[config.mk]
export PLATFORM = sky130hd
export DESIGN_NAME = mcg_front
export DESIGN_NICKNAME = d
export VERILOG_FILES = /design/src/mcg_pkg.sv /design/src/mcg_front.sv
export SDC_FILE = /design/constraint.sdc
export NUM_CORES = 1
export LEC_CHECK = 0
export ABC_CLOCK_PERIOD_IN_PS = 2450
export BUFFER_PORTS_ARGS = -buffer_cell sky130_fd_sc_hd__buf_2
export CAP_MARGIN = 20
export CORE_AREA = 10 10 144 113
export CTS_CLUSTER_SIZE = 20
export DETAILED_ROUTE_END_ITERATION = 7
export DIE_AREA = 0 0 154 123
export PLACE_DENSITY_LB_ADDON = 0.2
export SLEW_MARGIN = 15
export SYNTH_ARGS = -nofsm -noshare
export SYNTH_HDL_FRONTEND = slang
export SYNTH_SLANG_ARGS = --single-unit
[constraint.sdc]
create_clock -name clk -period 2.45 [get_ports clk]
set_clock_uncertainty 0.15 [all_clocks]
set_input_delay 0.3675 -clock clk [delete_from_list [all_inputs] [get_ports clk]]
set_output_delay 0.3675 -clock clk [all_outputs]
set_load 0.02 [all_outputs]
[src/mcg_pkg.sv]
// Shared types and constants of the metronome click generator.
package mcg_pkg;

  localparam int CFG_IDX_W  = 3;
  localparam int CFG_DATA_W = 20;
  localparam int FPB_W      = 20;
  localparam int BPB_W      = 5;
  localparam int TIER_W     = 5;
  localparam int GAIN_W     = 16;
  localparam int POS_W      = 40;
  localparam int BAR_W      = 25;
  localparam int LEN_W      = 13;
  localparam int IDX_W      = 12;
  localparam int OUT_W      = 16;
  localparam int MIX_W      = 20;
  localparam int AX_W       = 17;
  localparam int X2_W       = 34;
  localparam int ACOEF_W    = 36;
  localparam int DEN_W      = 37;
  localparam int NPART_W    = 35;
  localparam int NUM_W      = 53;
  localparam int DIVN_W     = 54;
  localparam int DIVD_W     = 38;
  localparam int DCNT_W     = 6;

  localparam int QDEPTH = 4;
  localparam int QPTR_W = 2;
  localparam int QCNT_W = 3;

  localparam logic [ACOEF_W-1:0] PADE_A_Q30 = 36'd28991029248;  // 27 in Q30
  localparam logic signed [MIX_W-1:0] CLIP_HI = 20'sd98304;     // +3.0 in Q4.15
  localparam logic signed [MIX_W-1:0] CLIP_LO = -20'sd98304;
  localparam logic signed [OUT_W-1:0] OUT_MAX = 16'sd32767;
  localparam logic signed [OUT_W-1:0] OUT_MIN = -16'sd32768;

  localparam logic [1:0] K_TICK    = 2'd0;
  localparam logic [1:0] K_PATTERN = 2'd1;
  localparam logic [1:0] K_ACCENT  = 2'd2;
  localparam logic [1:0] K_CLICK   = 2'd3;

  localparam logic [CFG_IDX_W-1:0] R_FPB   = 3'd0;
  localparam logic [CFG_IDX_W-1:0] R_BPB   = 3'd1;
  localparam logic [CFG_IDX_W-1:0] R_TIER  = 3'd2;
  localparam logic [CFG_IDX_W-1:0] R_AGAIN = 3'd3;
  localparam logic [CFG_IDX_W-1:0] R_QGAIN = 3'd4;
  localparam logic [CFG_IDX_W-1:0] R_EGAIN = 3'd5;
  localparam logic [CFG_IDX_W-1:0] R_SGAIN = 3'd6;

  localparam logic [1:0] ROW_ACCENT    = 2'd0;
  localparam logic [1:0] ROW_QUARTER   = 2'd1;
  localparam logic [1:0] ROW_EIGHTH    = 2'd2;
  localparam logic [1:0] ROW_SIXTEENTH = 2'd3;

  localparam int TE_ACCENT = 0;
  localparam int TE_TRACK  = 4;

  typedef enum logic [2:0] {
    C_TICK, C_PAT, C_ACC, C_CLK, C_DROP
  } cls_t;

  typedef struct packed {
    logic [1:0]       kind;
    logic [IDX_W-1:0] index;
    logic [3:0]       beat;
    logic [1:0]       row;
    logic [1:0]       sub;
    logic [15:0]      sample;
    logic             last;
    logic             playing;
  } item_t;

  typedef struct packed {
    cls_t  cls;
    item_t item;
  } qent_t;

  typedef struct packed {
    logic [QCNT_W-1:0] count;
    logic              full;
  } fstat_t;

  typedef struct packed {
    logic              start;
    logic [DIVN_W-1:0] dividend;
    logic [DIVD_W-1:0] divisor;
  } div_req_t;

  typedef struct packed {
    logic              busy;
    logic              done;
    logic [DIVN_W-1:0] quot;
    logic [DIVD_W-1:0] rem;
  } div_rsp_t;

  typedef enum logic [4:0] {
    S_IDLE, S_BAR, S_MOD, S_MODW, S_WALK, S_VRD, S_VMUL, S_MIX, S_ABS,
    S_SQ, S_COEF, S_NLO, S_NHI, S_NSUM, S_DIV, S_DIVW, S_OUT
  } st_t;

endpackage

[src/mcg_front.sv]
// Input side: accepts items, classifies them and queues them for the back end.
module mcg_front import mcg_pkg::*; #(
  parameter int PATTERN_DEPTH = 64,
  parameter int SAMPLE_DEPTH  = 4096
) (
  input  logic             clk,
  input  logic             rst,
  input  logic             in_valid,
  output logic             in_stall,
  input  logic [1:0]       kind,
  input  logic [IDX_W-1:0] index,
  input  logic [3:0]       beat_number,
  input  logic [1:0]       tier_row,
  input  logic [1:0]       subdivision,
  input  logic [15:0]      sample_value,
  input  logic             last,
  input  logic             playing,
  output logic             q_valid,
  output qent_t            q_entry,
  input  logic             q_pop,
  output fstat_t           fstat
);

  qent_t             qmem [QDEPTH];
  qent_t             ent_in;
  logic [QPTR_W-1:0] wr_ptr, rd_ptr;
  logic [QCNT_W-1:0] count;
  logic [31:0]       idx32;
  logic              push;

  assign idx32      = 32'(index);
  assign fstat.count = count;
  assign fstat.full  = (count == QCNT_W'(QDEPTH));
  assign in_stall   = fstat.full;
  assign push       = in_valid && !in_stall;
  assign q_valid    = (count != '0);
  assign q_entry    = qmem[rd_ptr];

  always_comb begin
    ent_in.item = '{kind: kind, index: index, beat: beat_number, row: tier_row,
                    sub: subdivision, sample: sample_value, last: last,
                    playing: playing};
    case (kind)
      K_TICK:    ent_in.cls = C_TICK;
      K_PATTERN: ent_in.cls = (idx32 < PATTERN_DEPTH) ? C_PAT : C_DROP;
      K_ACCENT:  ent_in.cls = (idx32 < SAMPLE_DEPTH) ? C_ACC : C_DROP;
      K_CLICK:   ent_in.cls = (idx32 < SAMPLE_DEPTH) ? C_CLK : C_DROP;
      default:   ent_in.cls = C_DROP;
    endcase
  end

  always_ff @(posedge clk) begin
    if (push) qmem[wr_ptr] <= ent_in;
  end

  always_ff @(posedge clk) begin
    if (rst) begin
      wr_ptr <= '0;
      rd_ptr <= '0;
      count  <= '0;
    end else begin
      if (push) wr_ptr <= wr_ptr + 1'b1;
      if (q_pop) rd_ptr <= rd_ptr + 1'b1;
      count <= count + QCNT_W'(push) - QCNT_W'(q_pop);
    end
  end

endmodule

==> results of run 1 <==
[flip-flops by register name, summed over array words and instances (netlist names), named ones only]
| register | count |
|---|---|
| wr_ptr | 2 |
| rd_ptr | 2 |
| qmem | 172 |
| count | 3 |
[metal layers]
metal / up-vias / wire, µm
met5: - / 11
met4: 2 / 36
met3: 4 / 793
met2: 82 / 6040
met1: 1585 / 5233
li1: 1384 / -
[kinds of logic after synthesis]
kind of cell               count (synthesis)
buffers and inverters                     19
xor gates and xnor gates                   4
adders and majority gates                  7
DFF                                      181
muxes                                     44
AOI/OAI and AO/OA                          3
and+or+nand+nor                           21
[critical path: cells and delay by family (launching register included)]
kind                   cells  cell delay [ps]
buffers and inverters      2              410
multiplexers               1              560
flip-flops                 1              430
[stage by stage]
| stage | cells | utilization, % |
|---|---|---|
| after floorplan | 279 | - |
| after global placement | 546 | 55.60 |
| after detailed placement | 546 | 55.60 |
| after CTS | 578 | 59.84 |
| after global routing | 579 | 59.91 |
| final | 579 | 59.91 |
[power breakdown]
group,total (µW),switching [µW],internal [µW]
combinational,1220,721,498
sequential,3790,89.8,3700
clock,2470,1080,1380
[placed cells by master (no fill, tap or decap), types with 3 or more instances in the layout]
cell / n
mux4_2: 41
edfxtp_1: 172
clkinvlp_4: 4
and2_2: 4
ha_1: 6
nor2_1: 7
buf_2: 92
buf_4: 5
buf_12: 6
inv_6: 3
inv_1: 6
dlygate4sd3_1: 4
dfxtp_1: 6
clkbuf_16: 17
[area by class of cell]
| cell class | count | share of cell area, % |
|---|---|---|
| Tap cell | 175 | 2.713 |
| Inverter | 6 | 0.2790 |
| Timing Repair Buffer | 109 | 8.479 |
| Sequential cell | 181 | 66.30 |
| Clock inverter | 12 | 1.349 |
| Multi-Input combinational cell | 79 | 15.61 |
| Clock buffer | 17 | 5.271 |
[timing repair]
item | 4_1_cts | 5_1_grt
buffers inserted | 0 | 0
setup endpoints to repair | 16 | 8
resized for setup | 2 | 2
endpoints found under the hold margin | 12 | 4
pin swaps | 0 | 0
hold buffers | 3 | 1
[worst max-delay path by stage]
stage                   startpoint                   to  slack, ps  cells after the start
6_report                  register          q_entry[15]        110                      3
5_1_grt                   register          q_entry[15]         -3                      3
4_1_cts                   register          q_entry[15]         30                      3
3_5_place_dp   count[1]$_SDFF_PP0_  count[2]$_SDFF_PP0_        210                     11
3_3_place_gp   count[1]$_SDFF_PP0_  count[2]$_SDFF_PP0_        270                     11
2_1_floorplan  count[1]$_SDFF_PP0_  count[2]$_SDFF_PP0_         10                     11
==> results.cfg, run 1 <==
[cts]
clk_pin_slew_worst_paths_ps = 60
root_buffer = clkbuf_16
cts_max_level = 4
cts_made_buffers = 17
clk_latency_ps = 410
cts_buffer_depth = 2
cts.sinks = 181
cts_tree = built

[worst_setup_path]
endpoint_kind = output pin
cpPeakStageDelay_ps = 560
worst_ep_required_time_ps = 1930
crit_arrival_ps = 1820
regToRegSetupSlack_ps = 230
r2r-start = count[1]$_SDFF_PP0_
crit_path_cell_trace = buf_8 -> mux4_2 -> buf_2
r2r-end = count[2]$_SDFF_PP0_
r2r_cells = 11
slowest_stage = mux4_2
start_kind = register
crit_type = reg -> out
worstPathMaxFanout = 15

[global_routing]
met1_usage_pct = 16.07
overflow = 0
grt.busiest_layer = met2
use_met2_pct = 21.93
first_global_vias = 3421
grt_pass1_wl_um = 19250
antenna_found_initial = 2
track_usage_pct = 13.40
grtUsageMet3_pct = 5.378
grt_max_degree = 44

[sta]
fmax_mhz = 427.8
finalCriticalPeriod_ps = 2337
finalCritPeriodShare_pct = 95.40
fin_setup_tns_ps = 0
final_hold_viol_count = 0
drv_slew = 0
setup-violations-final = 0
setup_ws_ps = 112.6
holdWs_ps = 22.64
tightest_slew_ps = 401.7
relSlewSlack_pct = 73.22

[synth]
netlist_area_um2 = 6750
synthTopCellsByArea = edfxtp_1 (77%), mux4_2 (13%), dfxtp_1 (2.7%)
synth_area_per_cell_um2 = 24.19
synth_compound_area_share_pct = 0.2224
synth_xor_area_share_pct = 0.5190
synth_top_cell_by_area = edfxtp_1
synth_common_cells = edfxtp_1 (172), mux4_2 (40), dfxtp_1 (9), nor2_1 (7)
synth.area.mux_share_pct = 14.66
synth_edf_count = 172
synthSimpleGateAreaFrac_pct = 1.742
syn_nets = 330
async_flop_share_pct = 0
synth_top_area_share_pct = 76.52
synthCells = 279
synth.distinct_cells = 25
synth.most_common_cell = edfxtp_1
synth_seq_cells = 181
yosys_warnings = 0
synth_top_family_by_area = multiplexers
ys.flop_type = edfxtp_1
yosysSeqAreaShare_pct = 79.18
synthAdderAreaFrac_pct = 1.409

[power]
p_leak_uw = 0.002766
finalPower_uw = 7478
peakVddDrop_uv = 531.6
p_per_area_nw_per_um2 = 926.5

[final_layout]
drive_gt1_share_pct = 45.05
areaGrowthSynthToFinish_pct = 19.57
design_area_um2 = 8071
nNetsFinal = 445
multi_input_area_um2 = 1260
layout.area.seq_um2 = 5351
diodes = 0
fillerInstances = 990

[routing]
postRouteAntennaNets = 0
drt_iter0_markers = 168
drc = 0
avgRoutedWirePerCell_um = 20.92
vias = 3057
routed_wl_um = 12120
drt-pass1-iter-count = 5
viasPerCell = 5.280

[placement]
dpl.hpwl_um = 7749
post-place-ws_ps = 208.6
portBuffers = 92
gp_congestion = 0.7300
place_area_um2 = 7490

[die]
row_count = 37
start_util_pct = 50.11
pin_count = 93
dieArea_um2 = 18940
core_um2 = 13470
chipWidth_um = 154
die_h_um = 123

[run_status]
status = complete, no violations

[worst_hold_path]
min_path_cells = 1
hold_class = in -> reg
hp-start = sample_value[14]
holdPathEnd = qmem[0][16]$_DFFE_PP_

[run]
maxCapViolCount = 0
Power figures use the tool's default switching activity.
==> run 2: changes to the inputs <==
--- a/config.mk
+++ b/config.mk
@@ -18,2 +18,3 @@
 export SYNTH_HDL_FRONTEND = slang
 export SYNTH_SLANG_ARGS = --single-unit
+export TNS_END_PERCENT = 1
--- a/constraint.sdc
+++ b/constraint.sdc
@@ -3,3 +3,3 @@
 set_input_delay 0.3675 -clock clk [delete_from_list [all_inputs] [get_ports clk]]
 set_output_delay 0.3675 -clock clk [all_outputs]
-set_load 0.02 [all_outputs]
+set_load 0.1 [all_outputs]
==> results.cfg, run 2 (same netlist as run 1, synthesis figures left out) <==
[run]
maxCapViolCount = 0

[cts]
cts_buffer_depth = 2
cts_tree = built
root_buffer = clkbuf_16
cts_max_level = 4
cts.sinks = 181
clk_pin_slew_worst_paths_ps = 60
clk_latency_ps = 420
cts_made_buffers = 17

[power]
p_clk_share_pct = 28.8
p_per_area_nw_per_um2 = 1056
pwr-share-seq_pct = 42.9
intPower_uw = 5634
p_leak_uw = 0.002896
peakVddDrop_uv = 648.7
switching_share_pct = 36.38
pwr-share-comb_pct = 28.4
p_switching_uw = 3221

[die]
start_util_pct = 50.11
dieArea_um2 = 18940
pin_count = 93
row_count = 37
die_h_um = 123
core_um2 = 13470
chipWidth_um = 154

[routing]
routed_wl_um = 12400
postRouteAntennaNets = 0
drc = 0
drt_iter0_markers = 217
viasPerCell = 5.242
avgRoutedWirePerCell_um = 20.74
drt-pass1-iter-count = 4
vias = 3135

[global_routing]
grt_max_degree = 39
grt_pass1_wl_um = 19700
track_usage_pct = 13.74
overflow = 0
antenna_found_initial = 0
first_global_vias = 3554

[worst_setup_path]
worstPathMaxFanout = 9
slowest_stage = mux4_2
cpPeakStageDelay_ps = 520
crit_arrival_ps = 1860
endpoint_kind = output pin
crit_buf_inv = 2
crit_path_cell_trace = buf_12 -> mux4_2 -> buf_2
start_kind = register
crit_type = reg -> out
worst_ep_required_time_ps = 1930
critPathTopFamily = multiplexers

[final_layout]
post-route-util_pct = 62.26
final_common_cell = edfxtp_1
drive_gt1_share_pct = 44.21
multi_input_area_um2 = 1266
final_cell_mix = edfxtp_1 (172), buf_2 (70), mux4_2 (40), buf_4 (21), dlygate4sd3_1 (20)
reg.largest.list = qmem x172, count x3
fillerInstances = 955
largest_register_ffs = 172
diodes = 0
stdcell_count = 598
top_register = qmem
areaGrowthSynthToFinish_pct = 24.26
layout.area.seq_um2 = 5356
nNetsFinal = 461

[sta]
fin_setup_tns_ps = 0
rsz0062_at_grt = false
drv_slew = 0
setup-violations-final = 0
tightest_slew_ps = 538.5
finalCritPeriodShare_pct = 96.94
relSlewSlack_pct = 64.35
final_hold_viol_count = 0
finalCriticalPeriod_ps = 2375
fmax_mhz = 421.1

[placement]
dpl.hpwl_um = 7830
gp_congestion = 0.7315
portBuffers = 92
dp_cells = 544

[run_status]
status = complete, no violations

[worst_hold_path]
hold_class = in -> reg
==> run 2: worst paths after layout <==
| check | slack (ps) | depth (start not counted) | from | endpoint |
|---|---|---|---|---|
| max | 80 | 3 | register | q_entry[32] |
| min | 20 | 1 | sample_value[1] | qmem[2][3]$_DFFE_PP_ |
| max reg2reg | 190 | 11 | count[2]$_SDFF_PP0_ | count[2]$_SDFF_PP0_ |
| min reg2reg | 370 | 2 | wr_ptr[1]$_SDFFE_PP0P_ | wr_ptr[1]$_SDFFE_PP0P_ |
==> run 2: power by group through the flow <==
| stage | Sequential (µW) | Clock [µW] | Combinational, µW |
|---|---|---|---|
| after floorplan | 3980 | 0 | 1890 |
| after global placement | 3860 | 0 | 2430 |
| after detailed placement | 3870 | 0 | 2440 |
| after CTS | 3800 | 2620 | 2540 |
| after global routing | 3820 | 2730 | 2620 |
| final | 3800 | 2550 | 2510 |
==> run 2: layout make-up <==
| type | instances | area share [%] |
|---|---|---|
| multi-input cells | 79 | 15.10 |
| clock inverters | 14 | 1.581 |
| flip-flops and latches | 181 | 63.86 |
| repair buffers | 125 | 11.47 |
| inverters | 6 | 0.2685 |
| well taps | 175 | 2.610 |
| clock buffers | 18 | 5.116 |
==> run 2: per-stage QoR <==
stage                     setup slack (ps)  total power [µW]  hold slack, ps  instance area [µm²]
after floorplan                     -693.0              5866           316.4                 6765
after global placement               223.8              6281           352.9                 7532
after detailed placement             172.0              6311           362.9                 7532
after CTS                            33.25              8952         0.07638                 8377
after global routing                 1.612              9178         0.09509                 8388
final                                75.08              8855           16.92                 8388
==> run 2: worst register-to-register path, stage by stage (launching register included) <==
cell	delay [ps]
dfxtp_4	350
nor3b_4	160
nor2_2	190
inv_1	70
ha_1	270
inv_1	60
ha_1	130
inv_1	40
fa_1	370
xor2_1	170
xnor2_1	130
nor2_1	50
==> run 2: routing by layer <==
layer  track usage, %  vias to the layer above  wire [µm]
met5                0                        -          0
met4            6.360                        0        174
met3            5.170                       14        873
met2            21.56                       78       6039
met1            16.78                     1622       5313
li1                 -                     1421          -
==> run 2: repair_timing <==
| item | 4_1_cts | 5_1_grt |
|---|---|---|
| buffers inserted | 2 | 0 |
| setup endpoints to repair | 36 | 3 |
| hold buffers | 20 | 0 |
| gates resized for setup | 22 | 3 |
| endpoints found under the hold margin | 75 | 0 |
