$ cat config.mk
export PLATFORM = sky130hd
export DESIGN_NAME = mcg_div
export DESIGN_NICKNAME = d
export VERILOG_FILES = /design/src/mcg_pkg.sv /design/src/mcg_div.sv
export SDC_FILE = /design/constraint.sdc
export NUM_CORES = 1
export LEC_CHECK = 0
export BUFFER_PORTS_ARGS = -buffer_cell sky130_fd_sc_hd__buf_4
export CAP_MARGIN = 20
export CORE_ASPECT_RATIO = 1.1
export CORE_MARGIN = 5
export CORE_UTILIZATION = 50
export DETAILED_ROUTE_END_ITERATION = 8
export GPL_ROUTABILITY_DRIVEN = 0
export PLACE_DENSITY = 0.72
export SYNTH_ARGS = -nofsm -noshare
export SYNTH_HDL_FRONTEND = slang
export SYNTH_SLANG_ARGS = --single-unit
$ cat constraint.sdc
create_clock -name clk -period 10.9 [get_ports clk]
set_input_delay 0.545 -clock clk [delete_from_list [all_inputs] [get_ports clk]]
set_output_delay 0.545 -clock clk [all_outputs]
set_load 0.005 [all_outputs]
$ cat src/mcg_pkg.sv
// Shared types and constants of the metronome click generator.
package mcg_pkg;

  localparam int CFG_IDX_W  = 3;
  localparam int CFG_DATA_W = 20;
  localparam int FPB_W      = 20;
  localparam int BPB_W      = 5;
  localparam int TIER_W     = 5;
  localparam int GAIN_W     = 16;
  localparam int POS_W      = 40;
  localparam int BAR_W      = 25;
  localparam int LEN_W      = 13;
  localparam int IDX_W      = 12;
  localparam int OUT_W      = 16;
  localparam int MIX_W      = 20;
  localparam int AX_W       = 17;
  localparam int X2_W       = 34;
  localparam int ACOEF_W    = 36;
  localparam int DEN_W      = 37;
  localparam int NPART_W    = 35;
  localparam int NUM_W      = 53;
  localparam int DIVN_W     = 54;
  localparam int DIVD_W     = 38;
  localparam int DCNT_W     = 6;

  localparam int QDEPTH = 4;
  localparam int QPTR_W = 2;
  localparam int QCNT_W = 3;

  localparam logic [ACOEF_W-1:0] PADE_A_Q30 = 36'd28991029248;  // 27 in Q30
  localparam logic signed [MIX_W-1:0] CLIP_HI = 20'sd98304;     // +3.0 in Q4.15
  localparam logic signed [MIX_W-1:0] CLIP_LO = -20'sd98304;
  localparam logic signed [OUT_W-1:0] OUT_MAX = 16'sd32767;
  localparam logic signed [OUT_W-1:0] OUT_MIN = -16'sd32768;

  localparam logic [1:0] K_TICK    = 2'd0;
  localparam logic [1:0] K_PATTERN = 2'd1;
  localparam logic [1:0] K_ACCENT  = 2'd2;
  localparam logic [1:0] K_CLICK   = 2'd3;

  localparam logic [CFG_IDX_W-1:0] R_FPB   = 3'd0;
  localparam logic [CFG_IDX_W-1:0] R_BPB   = 3'd1;
  localparam logic [CFG_IDX_W-1:0] R_TIER  = 3'd2;
  localparam logic [CFG_IDX_W-1:0] R_AGAIN = 3'd3;
  localparam logic [CFG_IDX_W-1:0] R_QGAIN = 3'd4;
  localparam logic [CFG_IDX_W-1:0] R_EGAIN = 3'd5;
  localparam logic [CFG_IDX_W-1:0] R_SGAIN = 3'd6;

  localparam logic [1:0] ROW_ACCENT    = 2'd0;
  localparam logic [1:0] ROW_QUARTER   = 2'd1;
  localparam logic [1:0] ROW_EIGHTH    = 2'd2;
  localparam logic [1:0] ROW_SIXTEENTH = 2'd3;

  localparam int TE_ACCENT = 0;
  localparam int TE_TRACK  = 4;

  typedef enum logic [2:0] {
    C_TICK, C_PAT, C_ACC, C_CLK, C_DROP
  } cls_t;

  typedef struct packed {
    logic [1:0]       kind;
    logic [IDX_W-1:0] index;
    logic [3:0]       beat;
    logic [1:0]       row;
    logic [1:0]       sub;
    logic [15:0]      sample;
    logic             last;
    logic             playing;
  } item_t;

  typedef struct packed {
    cls_t  cls;
    item_t item;
  } qent_t;

  typedef struct packed {
    logic [QCNT_W-1:0] count;
    logic              full;
  } fstat_t;

  typedef struct packed {
    logic              start;
    logic [DIVN_W-1:0] dividend;
    logic [DIVD_W-1:0] divisor;
  } div_req_t;

  typedef struct packed {
    logic              busy;
    logic              done;
    logic [DIVN_W-1:0] quot;
    logic [DIVD_W-1:0] rem;
  } div_rsp_t;

  typedef enum logic [4:0] {
    S_IDLE, S_BAR, S_MOD, S_MODW, S_WALK, S_VRD, S_VMUL, S_MIX, S_ABS,
    S_SQ, S_COEF, S_NLO, S_NHI, S_NSUM, S_DIV, S_DIVW, S_OUT
  } st_t;

endpackage

$ cat src/mcg_div.sv
// Restoring divider, one quotient bit per cycle, shared by bar modulo and soft clip.
module mcg_div import mcg_pkg::*; (
  input  logic     clk,
  input  logic     rst,
  input  div_req_t req,
  output div_rsp_t rsp
);

  logic [DIVN_W-1:0] n;
  logic [DIVD_W-1:0] d;
  logic [DIVD_W-1:0] rem;
  logic [DCNT_W-1:0] cnt;
  logic              busy, done;
  logic [DIVD_W:0]   trial;
  logic              qbit;

  assign trial = {rem, n[DIVN_W-1]};
  assign qbit  = (trial >= {1'b0, d});

  assign rsp.busy = busy;
  assign rsp.done = done;
  assign rsp.quot = n;
  assign rsp.rem  = rem;

  always_ff @(posedge clk) begin
    if (rst) begin
      busy <= 1'b0;
      done <= 1'b0;
      cnt  <= '0;
    end else begin
      done <= 1'b0;
      if (req.start) begin
        busy <= 1'b1;
        cnt  <= DCNT_W'(DIVN_W);
        n    <= req.dividend;
        d    <= req.divisor;
        rem  <= '0;
      end else if (busy) begin
        rem <= qbit ? DIVD_W'(trial - {1'b0, d}) : trial[DIVD_W-1:0];
        n   <= {n[DIVN_W-2:0], qbit};
        cnt <= cnt - 1'b1;
        if (cnt == DCNT_W'(1)) begin
          busy <= 1'b0;
          done <= 1'b1;
        end
      end
    end
  end

endmodule

==> metrics.cfg, run 1 <==
[outcome]
status = finished clean

[route]
ant_nets = 0
dr.pass1.iters = 5
via_count = 5985
first_iter_violations = 374
wl_per_cell_um = 18.5
via_per_inst = 5.60
routed_wl_um = 19800
drc_errors = 0

[sta]
relSlewSlack = 0.297
fin_crit_ps = 3550
period_share = 0.326
skew_ps = 21.6
rsz0062_at_grt = false
worst_pin_slew_ps = 1050
final_hold_viol_count = 0
setup_viol = 0
tns_ps = 0
drv_slew = 0
fmaxAchievable_mhz = 282
whs_ps = 281

[clock_network]
clkTransAtPathRegs_ps = 70
clock_sinks = 138
ctsHoldBuffers = 0
postCtsResizedCells = 0
clk_path_buf_depth = 2
htree_levels = 4
clk_latency_ps = 440
numCtsBuffers = 17
cts_root_buf = clkbuf_16
post-cts-setup-buffers = 0
cts_tree = built

[worst_setup_path]
crit_path_start = rem[17]
r2r_end = rem[1]
cp_max_fo = 50
cp-start-kind = flip-flop
setup.worst_path.end = rem[1]
r2r_cells = 10
cp.required_ps = 11040
cp.arrival_ps = 3690
rr_startpoint = rem[17]
criticalPathCategory = reg2reg
r2r_setup_slack_ps = 7350
critPathCaptureType = flip-flop

[power_and_ir_drop]
pwr-share-comb = 0.253
clkPwrFrac = 0.341
power_frac_seq = 0.405
power_mw = 1.64
leakage_nw = 4.21
power.switching_mw = 0.491
vdd_ir_drop_max_v = 0.000117
internal_power_mw = 1.15
power.density_nw_per_um2 = 165
switching_share = 0.299

[cells_and_area]
utilization = 0.640
antenna_cells = 0
drive_gt1_frac = 0.347
nets = 991
area_growth_pct = 27.0
final_area_um2 = 9950
nFillCells = 1219

[die]
io_pins = 189
start_util = 0.504
die_height_um = 141
rows = 48
die_w_um = 129
coreArea_um2 = 15600
die_area_um2 = 18300

[global_route]
grt_first_pass_wirelength_um = 31700
overflow = 0
grt_use_total = 0.221
antenna_found_initial = 0
first_global_vias = 6473
grt_start_max_net_pins = 81

[placed_design]
hpwl_um = 14400
port-buffer-count = 188
postPlaceCellArea_um2 = 9360

[run]
maxCapViolations = 0

[synth]
synth.avg_cell_area_um2 = 11.6
ys_types = 59
synth_seq_cells = 138
synthArstFlopShare = 0
ys_seq_area_frac = 0.519
ys.flop_type = edfxtp_1
synth-edff-count = 130
yosysTopAreaCell = edfxtp_1
netlist.area_leader.share = 0.498
syn-instance-count = 675
synth_area_um2 = 7840
synth.area.top_cells = edfxtp_1 50%, mux2_2 7.9%, ha_1 6.4%, a21oi_1 3.3%, xnor2_1 2.8%
yosysWarnings = 0
syn_nets = 811

[worst_hold_path]
hp-class = in2reg

## cell usage after synthesis, types with 3 or more instances
library cell    n
buf_6           3
or3_1           3
buf_2           4
clkbuf_1       16
and2_1          3
o21a_1          6
nand4_1         8
a21o_1         20
mux2_2         55
nor2_1         51
o22ai_1         4
o21ai_0        22
buf_4           3
dfxtp_1         8
ha_1           40
edfxtp_1      130
a211o_1         4
inv_1          48
nand3_1        12
buf_1           3
nand2_1        44
a211oi_2       10
nor3_1         10
a31oi_1         8
o21bai_1        7
xnor2_1        25
xor2_1         11
mux2i_1        17
o211ai_1        4
a21oi_1        52
and3_1          7
## critical path, stage by stage, from the launching register on
cell      delay [ps]
edfxtp_1         430
ha_1             420
nand2_1          150
nor4_1           360
and2_1           180
o211ai_1         120
a211o_1          330
a211o_1          500
nand2_8          410
mux2i_1          270
nor2_1            60
## per-stage QoR
stage	instances	setup WS (ps)
CTS	1067	7350
global route	1068	7050
detailed placement	1035	7360
floorplan	675	5230
finish	1068	7350
global placement	1035	7520
## cells in the final DEF, fill, tap and decap left out, types with 3 or more instances in the layout
| cell | instances |
|---|---|
| mux2_2 | 55 |
| mux2i_1 | 17 |
| inv_1 | 48 |
| clkinvlp_4 | 3 |
| nand2_1 | 44 |
| a211oi_2 | 10 |
| xnor2_1 | 25 |
| and3_1 | 7 |
| o21ai_0 | 22 |
| dfxtp_1 | 8 |
| ha_1 | 40 |
| and2_1 | 3 |
| nor3_1 | 10 |
| o21bai_1 | 7 |
| a21o_1 | 20 |
| buf_4 | 191 |
| a31oi_1 | 8 |
| nor2_1 | 49 |
| o22ai_1 | 4 |
| o211ai_1 | 4 |
| o21a_1 | 6 |
| edfxtp_1 | 130 |
| xor2_1 | 11 |
| inv_6 | 6 |
| clkbuf_16 | 17 |
| a211o_1 | 4 |
| nand3_1 | 12 |
| or3_1 | 3 |
| a21oi_1 | 52 |
| nand4_1 | 8 |
## area by class of cell
cell class              count  area, um^2  share of cell area
repair buffers            192        1460               0.147
clock buffers              17         425              0.0428
clock inverters            15         139              0.0140
well taps                 200         250              0.0251
flip-flops and latches    138        4060               0.408
multi-input cells         458        3430               0.345
inverters                  48         180              0.0181
## kinds of logic (layout without fill, tap and decap cells)
group,after synthesis,after routing,share of synthesized area
adders and majority gates,41,41,0.0664
and+or+nand+nor,154,154,0.0932
buffers and inverters,79,272,0.0457
muxes,72,72,0.101
xor gates and xnor gates,36,36,0.0402
AOI/OAI and AO/OA,155,155,0.135
DFF,138,138,0.519
## state kept, by name, indices dropped and copies added, names as in the netlist
register and count:
busy 1, done 1, rem 38, d 38, n 54, cnt 6
## power by group through the flow
stage | combinational, mW | clock, mW | sequential (mW)
final | 0.416 | 0.559 | 0.665
after global routing | 0.458 | 0.596 | 0.669
after CTS | 0.414 | 0.571 | 0.665
after detailed placement | 0.409 | 0 | 0.675
after global placement | 0.400 | 0 | 0.674
after floorplan | 0.279 | 0 | 0.673
## worst min path at each step
stage               endpoint  cells past startpoint     from  slack (ps)
floorplan             cnt[0]                      2   cnt[0]         530
global placement      cnt[1]                      2   cnt[1]         540
detailed placement    cnt[0]                      2   cnt[0]         560
CTS                    d[22]                      1  req[22]         270
global route           d[22]                      1  req[22]         270
finish                 d[22]                      1  req[22]         280
## per-layer routing
metal  GRT usage  vias up  share of wire
li1            -     2860              -
met1       0.251     2855           0.38
met2       0.363      226           0.49
met3      0.0892       44          0.095
met4       0.102        0          0.031
met5           0        -              0
Note: power is estimated with default switching activity, not from simulation.
==> run 2: changes to the inputs <==
- ABC_AREA: not set -> 1
- PLACE_DENSITY: 0.72 -> 0.74
- clock period: 10.9 -> 3 ns (I/O delays scaled with it)
==> run 2 against run 1 <==
Against the previous run: worst hold slack got worse by 270 ps; critical endpoint is now rem[19]; sequential cell count unchanged; register-to-register slack got worse by 7100 ps; sequential power increased to 3.8 times the previous value; die area increased by 12%; clock power increased to 4.0 times the previous value; highest routed layer unchanged; global-route usage increased by 3.6 points; count of clock-buffer cells in the layout unchanged.
==> metrics.cfg, run 2 <==
[clock_network]
clock_sinks = 138
cts_tree = built
clk_latency_ps = 430
cts_root_buf = clkbuf_16
clkTransAtPathRegs_ps = 70
htree_levels = 4
clk_path_buf_depth = 2
numCtsBuffers = 17

[sta]
tns_ps = 0
fmaxAchievable_mhz = 359
final_hold_viol_count = 0
rsz0062_at_grt = false
period_share = 0.929
fin_crit_ps = 2790
skew_ps = 15.1
drv_slew = 0
worst_pin_slew_ps = 940
setup_viol = 0
relSlewSlack = 0.371

[synth]
synth.avg_cell_area_um2 = 7.51
yosys.cell_count.top_type = nand2_1
synth-edff-count = 130
ys_types = 39
synth_seq_cells = 138
synth_area_um2 = 8840
synth.area.top_cells = edfxtp_1 44%, nand2_1 20%, inv_1 8.3%, ha_1 5.7%, nor2_1 4.6%
synth_commonest_cells = 466 x nand2_1, 195 x inv_1, 130 x edfxtp_1
yosysWarnings = 0
ys_seq_area_frac = 0.460
ys.flop_type = edfxtp_1
synthArstFlopShare = 0
yosysTopAreaCell = edfxtp_1
netlist.area_leader.share = 0.441
syn_nets = 1313
syn-instance-count = 1177

[global_route]
antenna_found_initial = 0
grt_use_total = 0.257
overflow = 0
grt_start_max_net_pins = 83
first_global_vias = 8460
grt_first_pass_wirelength_um = 41500

[route]
first_iter_violations = 536
via_per_inst = 4.94
routed_wl_um = 25600
drc_errors = 0
ant_nets = 0
wl_per_cell_um = 15.0
dr.pass1.iters = 5
via_count = 8430

[cells_and_area]
area_growth_pct = 35.8
multi_input_area_um2 = 3890
nFillCells = 1399
biggestRegsByFlops = n (54), d (38), rem (38)
layout_commonest_cell = nand2_1
nets = 1590
antenna_cells = 0
drive_gt1_frac = 0.173
final-seq-area_um2 = 4060
stdcell_count = 1705
largest_reg_flops = 54
final_cell_mix = 465 x nand2_1, 194 x inv_1, 194 x buf_4
regMostFlops = n

[placed_design]
port-buffer-count = 188
dpl.cell_count = 1583
hpwl_um = 18000

[die]
coreArea_um2 = 17500
start_util = 0.504
rows = 51
die_area_um2 = 20400
io_pins = 189
die_w_um = 137
die_height_um = 149

[worst_setup_path]
cp-start-kind = flip-flop
critPathCaptureType = flip-flop
r2r_setup_slack_ps = 210
criticalPathCategory = reg2reg
crit_path_start = rem[16]
cp.required_ps = 3190
cp.arrival_ps = 2970
cp_max_fo = 31
rr_startpoint = rem[16]

[power_and_ir_drop]
internal_power_mw = 4.53
power.density_nw_per_um2 = 576
pwr-share-comb = 0.313
vdd_ir_drop_max_v = 0.000413
switching_share = 0.345
clkPwrFrac = 0.326
power_frac_seq = 0.362
leakage_nw = 6.16
power.switching_mw = 2.39

[outcome]
status = finished clean

[worst_hold_path]
holdCritStartpoint = req[77]
hp-class = in2reg

[run]
maxCapViolations = 0

-- run 2: changes by cell type after synthesis, sizes merged, moves of 23 or more --
cell   before  now
nand2      46  472
inv        48  195
nor2       51  116
mux2       55    0
nand3      13   46
xnor2      25    2
-- run 2: routing by layer --
metal,up-vias,share of wire,track usage
met2,330,0.49,0.452
li1,4235,-,-
met3,51,0.079,0.0649
met1,3814,0.40,0.304
met5,-,0,0
met4,0,0.030,0.0938
-- run 2: power by group through the flow --
| stage | clock, mW | combinational [mW] | sequential (mW) |
|---|---|---|---|
| after floorplan | 0 | 1.34 | 2.52 |
| after global placement | 0 | 2.02 | 2.53 |
| after detailed placement | 0 | 2.04 | 2.53 |
| after CTS | 2.29 | 2.15 | 2.50 |
| after global routing | 2.36 | 2.42 | 2.52 |
| final | 2.25 | 2.16 | 2.50 |
-- run 2: layout make-up --
type / instances / area share
Inverter: 195 / 0.0610
Clock buffer: 17 / 0.0354
Sequential cell: 138 / 0.339
Clock inverter: 15 / 0.0163
Multi-Input combinational cell: 816 / 0.324
Timing Repair Buffer: 286 / 0.200
Tap cell: 238 / 0.0248
-- run 2: through the flow --
stage / setup slack, ps / util / power, mW / instance area, um^2 / hold slack [ps]
CTS: 198 / 0.684 / 6.94 / 12000 / 2.20
global route: 10.1 / 0.684 / 7.31 / 12000 / 10.2
detailed placement: 219 / 0.597 / 4.58 / 10500 / 329
global placement: 278 / 0.597 / 4.55 / 10500 / 328
finish: 213 / 0.684 / 6.91 / 12000 / 15.3
floorplan: 9.59 / - / 3.87 / 8850 / 227
-- run 2: kinds of logic (layout without fill, tap and decap cells) --
| family | Yosys count | after routing | synth area share |
|---|---|---|---|
| buffers and inverters | 223 | 513 | 0.102 |
| and+or+nand+nor | 659 | 659 | 0.300 |
| adders and majority gates | 41 | 41 | 0.0589 |
| xor gates and xnor gates | 21 | 21 | 0.0208 |
| DFF | 138 | 138 | 0.460 |
| AOI/OAI and AO/OA | 95 | 95 | 0.0584 |
-- run 2: critical path: stages, from the launching register on --
cell      delay, ps
edfxtp_1        430
ha_1            380
nand2_1         140
inv_1            50
nand2_1          60
nand2_1          60
a21oi_1         210
nand2_1         120
nand2_1         110
nand4_4         370
buf_4           360
o21ai_0         180
nor2_1           50
-- run 2: path summary, 6_finish.rpt --
kind | endpoint | cells past startpoint
worst max-delay path | rem[19] | 12
worst min-delay path | n[39] | 3
worst max register to register | rem[19] | 12
worst min register to register | n[50] | 2
-- run 2: what timing repair did --
action                                 in CTS  in global routing
hold buffers                               90                  0
buffers inserted                            0                  0
resized for setup                           0                  0
endpoints found under the hold margin      92                  0
